`config.mk`:
```
export PLATFORM = sky130hd
export DESIGN_NAME = gbs_iou_unit
export DESIGN_NICKNAME = d
export VERILOG_FILES = /design/src/hdl/gbs_pkg.sv /design/src/hdl/gbs_iou_unit.sv
export SDC_FILE = /design/constraint.sdc
export NUM_CORES = 2
export LEC_CHECK = 0
export BUFFER_PORTS_ARGS = -buffer_cell sky130_fd_sc_hd__buf_2
export CAP_MARGIN = 20
export CORE_ASPECT_RATIO = 1.1
export CORE_MARGIN = 2
export CORE_UTILIZATION = 30
export DETAILED_ROUTE_END_ITERATION = 16
export SLEW_MARGIN = 20
export SYNTH_ARGS = -nofsm -noshare
export SYNTH_HDL_FRONTEND = slang
export SYNTH_SLANG_ARGS = --single-unit
```
`constraint.sdc`:
```
create_clock -name i_clk -period 11.6 [get_ports i_clk]
set_input_delay 1.74 -clock i_clk [delete_from_list [all_inputs] [get_ports i_clk]]
set_output_delay 1.74 -clock i_clk [all_outputs]
set_load 0.05 [all_outputs]
```
`src/hdl/gbs_pkg.sv`:
```
// Package for the greedy box suppressor.
// Holds the sequencer state type, field widths and reset constants.
// No dependencies.
package gbs_pkg;

    localparam int FIELD_W        = 16;
    localparam int NUM_W          = 10;
    localparam int THR_W          = 16;
    localparam int FRAC_SHIFT     = 16;
    localparam int MAX_KEPT_DEF   = 64;
    localparam int COORD_BITS_DEF = 16;

    localparam logic [NUM_W-1:0] COUNTER_MAX = 10'd1023;
    localparam logic [THR_W-1:0] THR_RESET   = 16'd29491;

    typedef enum logic [2:0] {
        S_IDLE,
        S_AREA,
        S_SCAN,
        S_DRAIN,
        S_DONE
    } t_state;

endpackage

```
`src/hdl/gbs_iou_unit.sv`:
```
// Pipelined overlap test: one kept box per cycle against the current box.
// Flags a hit when inter * 65536 > threshold * union. Uses gbs_pkg.
module gbs_iou_unit #(
    parameter int CW = 16
) (
    input  logic                                 i_clk,
    input  logic                                 i_rst_n,
    input  logic                                 i_valid,
    input  logic [CW-1:0]                        i_kx1,
    input  logic [CW-1:0]                        i_ky1,
    input  logic [CW-1:0]                        i_kx2,
    input  logic [CW-1:0]                        i_ky2,
    input  logic [2*CW-1:0]                      i_karea,
    input  logic [CW-1:0]                        i_x1,
    input  logic [CW-1:0]                        i_y1,
    input  logic [CW-1:0]                        i_x2,
    input  logic [CW-1:0]                        i_y2,
    input  logic [2*CW-1:0]                      i_area,
    input  logic [gbs_pkg::THR_W-1:0]            i_thr,
    output logic                                 o_hit,
    output logic                                 o_busy
);

    localparam int A_W = 2 * CW;
    localparam int U_W = A_W + 1;
    localparam int C_W = U_W + gbs_pkg::THR_W;

    logic [CW-1:0]  w_lo_x, w_hi_x, w_lo_y, w_hi_y;
    logic [CW-1:0]  w_iw, w_ih;

    logic           r_v1, r_v2, r_v3, r_v4;
    logic [CW-1:0]  r_iw, r_ih;
    logic [A_W-1:0] r_ka1, r_ka2, r_inter;
    logic [U_W-1:0] r_uni;
    logic [C_W-1:0] r_lhs3, r_lhs4, r_rhs;

    always_comb begin
        w_lo_x = (i_x1 > i_kx1) ? i_x1 : i_kx1;
        w_hi_x = (i_x2 < i_kx2) ? i_x2 : i_kx2;
        w_lo_y = (i_y1 > i_ky1) ? i_y1 : i_ky1;
        w_hi_y = (i_y2 < i_ky2) ? i_y2 : i_ky2;
        w_iw   = (w_hi_x > w_lo_x) ? (w_hi_x - w_lo_x) : '0;
        w_ih   = (w_hi_y > w_lo_y) ? (w_hi_y - w_lo_y) : '0;
    end

    always_ff @(posedge i_clk) begin
        if (!i_rst_n) begin
            r_v1 <= 1'b0;
            r_v2 <= 1'b0;
            r_v3 <= 1'b0;
            r_v4 <= 1'b0;
        end else begin
            r_v1 <= i_valid;
            r_v2 <= r_v1;
            r_v3 <= r_v2;
            r_v4 <= r_v3;
        end
    end

    always_ff @(posedge i_clk) begin
        r_iw    <= w_iw;
        r_ih    <= w_ih;
        r_ka1   <= i_karea;
        r_inter <= A_W'(r_iw) * A_W'(r_ih);
        r_ka2   <= r_ka1;
        r_uni   <= U_W'(i_area) + U_W'(r_ka2) - U_W'(r_inter);
        r_lhs3  <= {1'b0, r_inter, {gbs_pkg::FRAC_SHIFT{1'b0}}};
        r_lhs4  <= r_lhs3;
        r_rhs   <= C_W'(i_thr) * C_W'(r_uni);
    end

    assign o_hit  = r_v4 && (r_lhs4 > r_rhs);
    assign o_busy = r_v1 || r_v2 || r_v3 || r_v4;

endmodule

```
======== After elaboration in Yosys (flattened, before gate mapping) ========
Index checks and enable logic that the tools add are counted.
cells by class
  add/sub/neg operators ................... 4
  multiplexer cells ....................... 4
  magnitude comparators ................... 7
  multiply operators ...................... 2
  reduce and logical (&&, ||, !) cells .... 4
operators with widths
  operator             count
  $gt A16 B16 Y1       4
  $mux W16             4
  $gt A48 B49 Y1       1
  $mul A16 B33 Y49     1
  $add A32 B32 Y33     1
  $sub A33 B32 Y33     1
  $lt A16 B16 Y1       2
  $mul A16 B16 Y32     1
  $sub A16 B16 Y16     2
  $logic_or A1 B1 Y1   3
  $logic_and A1 B1 Y1  1
storage, ports and cells
  bits of input ports ..................... 211
  register bits after elaboration ......... 278
  output and inout bits ................... 2

======== Depth between registers and ports, before layout ========
  word-level depth ........................ 3
  gate-level depth with buffers ........... 25
  gate-level depth less buffers ........... 23

======== Worst setup path before layout ========
No wires, ideal clock.
  path type ............................... in2reg
  start point ............................. in i_thr[1] (netlist bit)
  end point ............................... reg r_rhs[44]
  arrival ................................. 7.248 ns
  stages on the path ...................... 21
  buffers on the path ..................... 2
  slack ................................... 4.225 ns
  path through ............................ clkbuf_1 -> nand2_1 -> fa_1 -> fa_1 -> fa_1 -> inv_1 -> fa_1 -> fa_1 -> inv_1 -> fa_1 -> inv_1 -> ha_1 -> clkbuf_1 -> and3_1 -> and3_1 -> and4_1 -> a221oi_1 -> o41ai_2 -> a22oi_1 -> nand2_1 -> xor2_1
on the way
  word-level cells in the longest chain between the ends .. 1
RTL lines
  element                 line                RTL
  start: declaration      gbs_iou_unit.sv:19  input logic [gbs_pkg::THR_W-1:0] i_thr,
  $mul A16 B33 Y49        gbs_iou_unit.sv:69  r_rhs <= C_W'(i_thr) * C_W'(r_uni);
  end signal: assignment  gbs_iou_unit.sv:69
  end: declaration        gbs_iou_unit.sv:35  logic [C_W-1:0] r_lhs3, r_lhs4, r_rhs;
Every way passes these cells.
A chain may end at the register's enable or synchronous reset.

======== Final worst setup path ========
Ends and elaborated chain as after synthesis.

==> impl_metrics.json <==
{
  "outcome": "finished clean",
  "grt_max_degree": 34,
  "grt_pass1_wl_um": 162000,
  "vias": 28200,
  "dpl.hpwl_um": 79300,
  "drive_gt1_share_pct": 7.53,
  "post_cts_resized": 0,
  "rr_worst_depth": 21,
  "hold_class": "reg2reg",
  "most-common-layout-cells": "inv_1, fa_1, nand2_1, ha_1, and2_1",
  "row_count": 136,
  "final_nets": 5602,
  "ant_nets": 0,
  "cp.arrival_ns": 8.83,
  "post-cts-setup-buffer-count": 0,
  "drt_first_iter_violations": 1485,
  "cts_root_buffer": "clkbuf_16",
  "r2r-start": "r_uni[7]",
  "h-tree-depth": 2,
  "holdPathStages": 0,
  "drv_slew": 0,
  "ys_warn_count": 0,
  "area.growth.synth_to_final_pct": 10.4,
  "cts_tree": "built",
  "routed_wl_um": 101000,
  "synth_cell_types": 70,
  "finalHoldViolCount": 0,
  "synth_edf_count": 0,
  "tightestPinTransition_ns": 1.22,
  "start_util_pct": 30.3,
  "pin_count": 213,
  "synthCells": 4221,
  "n_fill_cell": 13000,
  "synth_area_sq_mm": 0.0380,
  "io_buffers": 212,
  "ys_seq_elements": 278,
  "setup_viol": 0,
  "finalCritPeriodShare_pct": 72.4,
  "die_height_um": 377,
  "clock_skew_ns": 0.0382,
  "syn-num-nets": 5476,
  "routedWlPerCell_um": 16.7,
  "drc": 0,
  "multi_input_area_sq_mm": 0.0284,
  "tns_ns": 0,
  "cts.sinks": 278,
  "first_global_vias": 30000,
  "ff2ff_setup_slack_ns": 3.99,
  "critPathKind": "in2reg",
  "relSlewSlack_pct": 18.4,
  "first_pass_iters": 7,
  "async_flop_share_pct": 0,
  "min_to": "r_lhs4[35]",
  "cp-end-kind": "flip-flop",
  "fmax_mhz": 119,
  "seqCellArea_sq_mm": 0.00557,
  "numCtsBuffers": 35,
  "clkTransAtPathRegs_ns": 0.06,
  "hold_path.startpoint": "r_lhs3[35]",
  "cts_buffer_depth": 3,
  "via_per_inst": 4.68,
  "die_area_sq_mm": 0.130,
  "r2r_end": "r_rhs[44]",
  "grtUsageTotal_pct": 15.9,
  "period_needed_ns": 8.40,
  "final_common_cell": "inv_1",
  "synth_flop_cell": "dfxtp_1",
  "clk_latency_ns": 0.57,
  "grt-ovfl-total": 0,
  "required_ns": 12.03,
  "ys_seq_area_share_pct": 14.6,
  "critPathLaunchType": "primary input",
  "gp_congestion": 0.892,
  "core_area_sq_mm": 0.125,
  "crit_fanout": 33,
  "dieWidth_um": 343,
  "hold_buffers": 0,
  "worst_hold_slack_ns": 0.319,
  "avgSynthCellArea_sq_um": 9.00,
  "rsz0062_at_grt": "no",
  "antenna_found_initial": 13,
  "cap_violations": 0
}
[synthesized netlist by cell type (all sizes together), types with 16 or more instances]
cell type,number,area share [%]
and3,16,0.26
nand2b,18,0.30
o21bai,19,0.38
nand2,558,5.5
xor2,39,0.90
nor2b,23,0.38
xnor2,75,1.7
and2,312,5.1
mux2i,38,1.0
dfxtp,278,15
o21a,16,0.32
nand3,34,0.45
ha,384,13
inv,944,9.3
a21o,96,1.9
mux2,32,0.95
o21ai,89,1.2
nor3,35,0.46
nor2,102,1.0
fa,660,35
nand4,34,0.56
clkbuf,143,1.4
a21oi,133,1.8
[worst max-delay path by stage]
stage / from / endpoint / slack, ns / cells past startpoint
floorplan: i_thr[1] / r_rhs[44] / 4.23 / 21
detailed placement: i_thr[1] / r_rhs[44] / 2.78 / 21
global placement: i_thr[1] / r_rhs[44] / 2.88 / 21
CTS: i_thr[1] / r_rhs[44] / 3.35 / 21
finish: i_thr[1] / r_rhs[44] / 3.20 / 21
global route: i_thr[1] / r_rhs[44] / 3.05 / 21
[critical path, stage by stage]
cell	delay (ns)
buf_2	0.64
nand2_1	0.18
fa_1	0.56
fa_1	0.54
fa_1	0.54
inv_1	0.06
fa_1	0.50
fa_1	0.49
inv_1	0.05
fa_1	0.48
inv_1	0.04
ha_1	0.35
a21oi_1	0.20
nor2_1	0.10
nor3b_1	0.20
a21oi_1	0.19
a221oi_1	1.04
o41ai_2	0.26
a22oi_1	0.40
nand2_1	0.12
xor2_1	0.15
[final cells by class]
class | count | share of cell area (%)
Tap cell | 1656 | 4.94
Antenna cell | 2 | 0.0119
Clock buffer | 47 | 2.36
Multi-Input combinational cell | 2853 | 67.6
Clock inverter | 14 | 0.486
Sequential cell | 278 | 13.3
Inverter | 944 | 8.44
Timing Repair Buffer | 235 | 2.94
[stage by stage]
stage                     utilization, %  cells  setup WS (ns)  instance area, sq um
final                               33.5   6029           3.20                 42000
after global routing                33.5   6027           3.05                 42000
after CTS                           33.5   6027           3.35                 42000
after detailed placement            32.5   5966           2.78                 40800
after global placement              32.5   5966           2.88                 40800
after floorplan                        -   4221           4.23                 38000
[cells by family (layout without fill, tap and decap cells)]
| logic type | Yosys count | after routing | synth area share, % |
|---|---|---|---|
| buf+inv | 1090 | 1240 | 10.8 |
| fa+ha+maj | 1044 | 1044 | 47.4 |
| compound gates | 459 | 459 | 7.90 |
| other cells | 0 | 2 | 0 |
| flops | 278 | 278 | 14.6 |
| xor+xnor | 114 | 114 | 2.63 |
| mux | 70 | 70 | 1.95 |
| simple gates | 1166 | 1166 | 14.7 |
[metal layers]
layer / GRT usage [%] / routed length (um) / up-vias
met4: 4.13 / 2490 / 22
met2: 26.8 / 47400 / 906
met1: 20.2 / 42600 / 14000
li1: - / - / 13200
met3: 3.93 / 8440 / 185
met5: 0 / 122 / -
[registers in the layout (all words and copies together), names as in the netlist]
name	flops
r_ka1	32
r_v1	1
r_lhs4	32
r_lhs3	32
r_inter	32
r_v4	1
r_ka2	32
r_rhs	49
r_iw	16
r_uni	33
r_v2	1
r_ih	16
r_v3	1
Power is not shown: default switching activity piles up to over one toggle a cycle in this logic, so the estimate is an artifact.
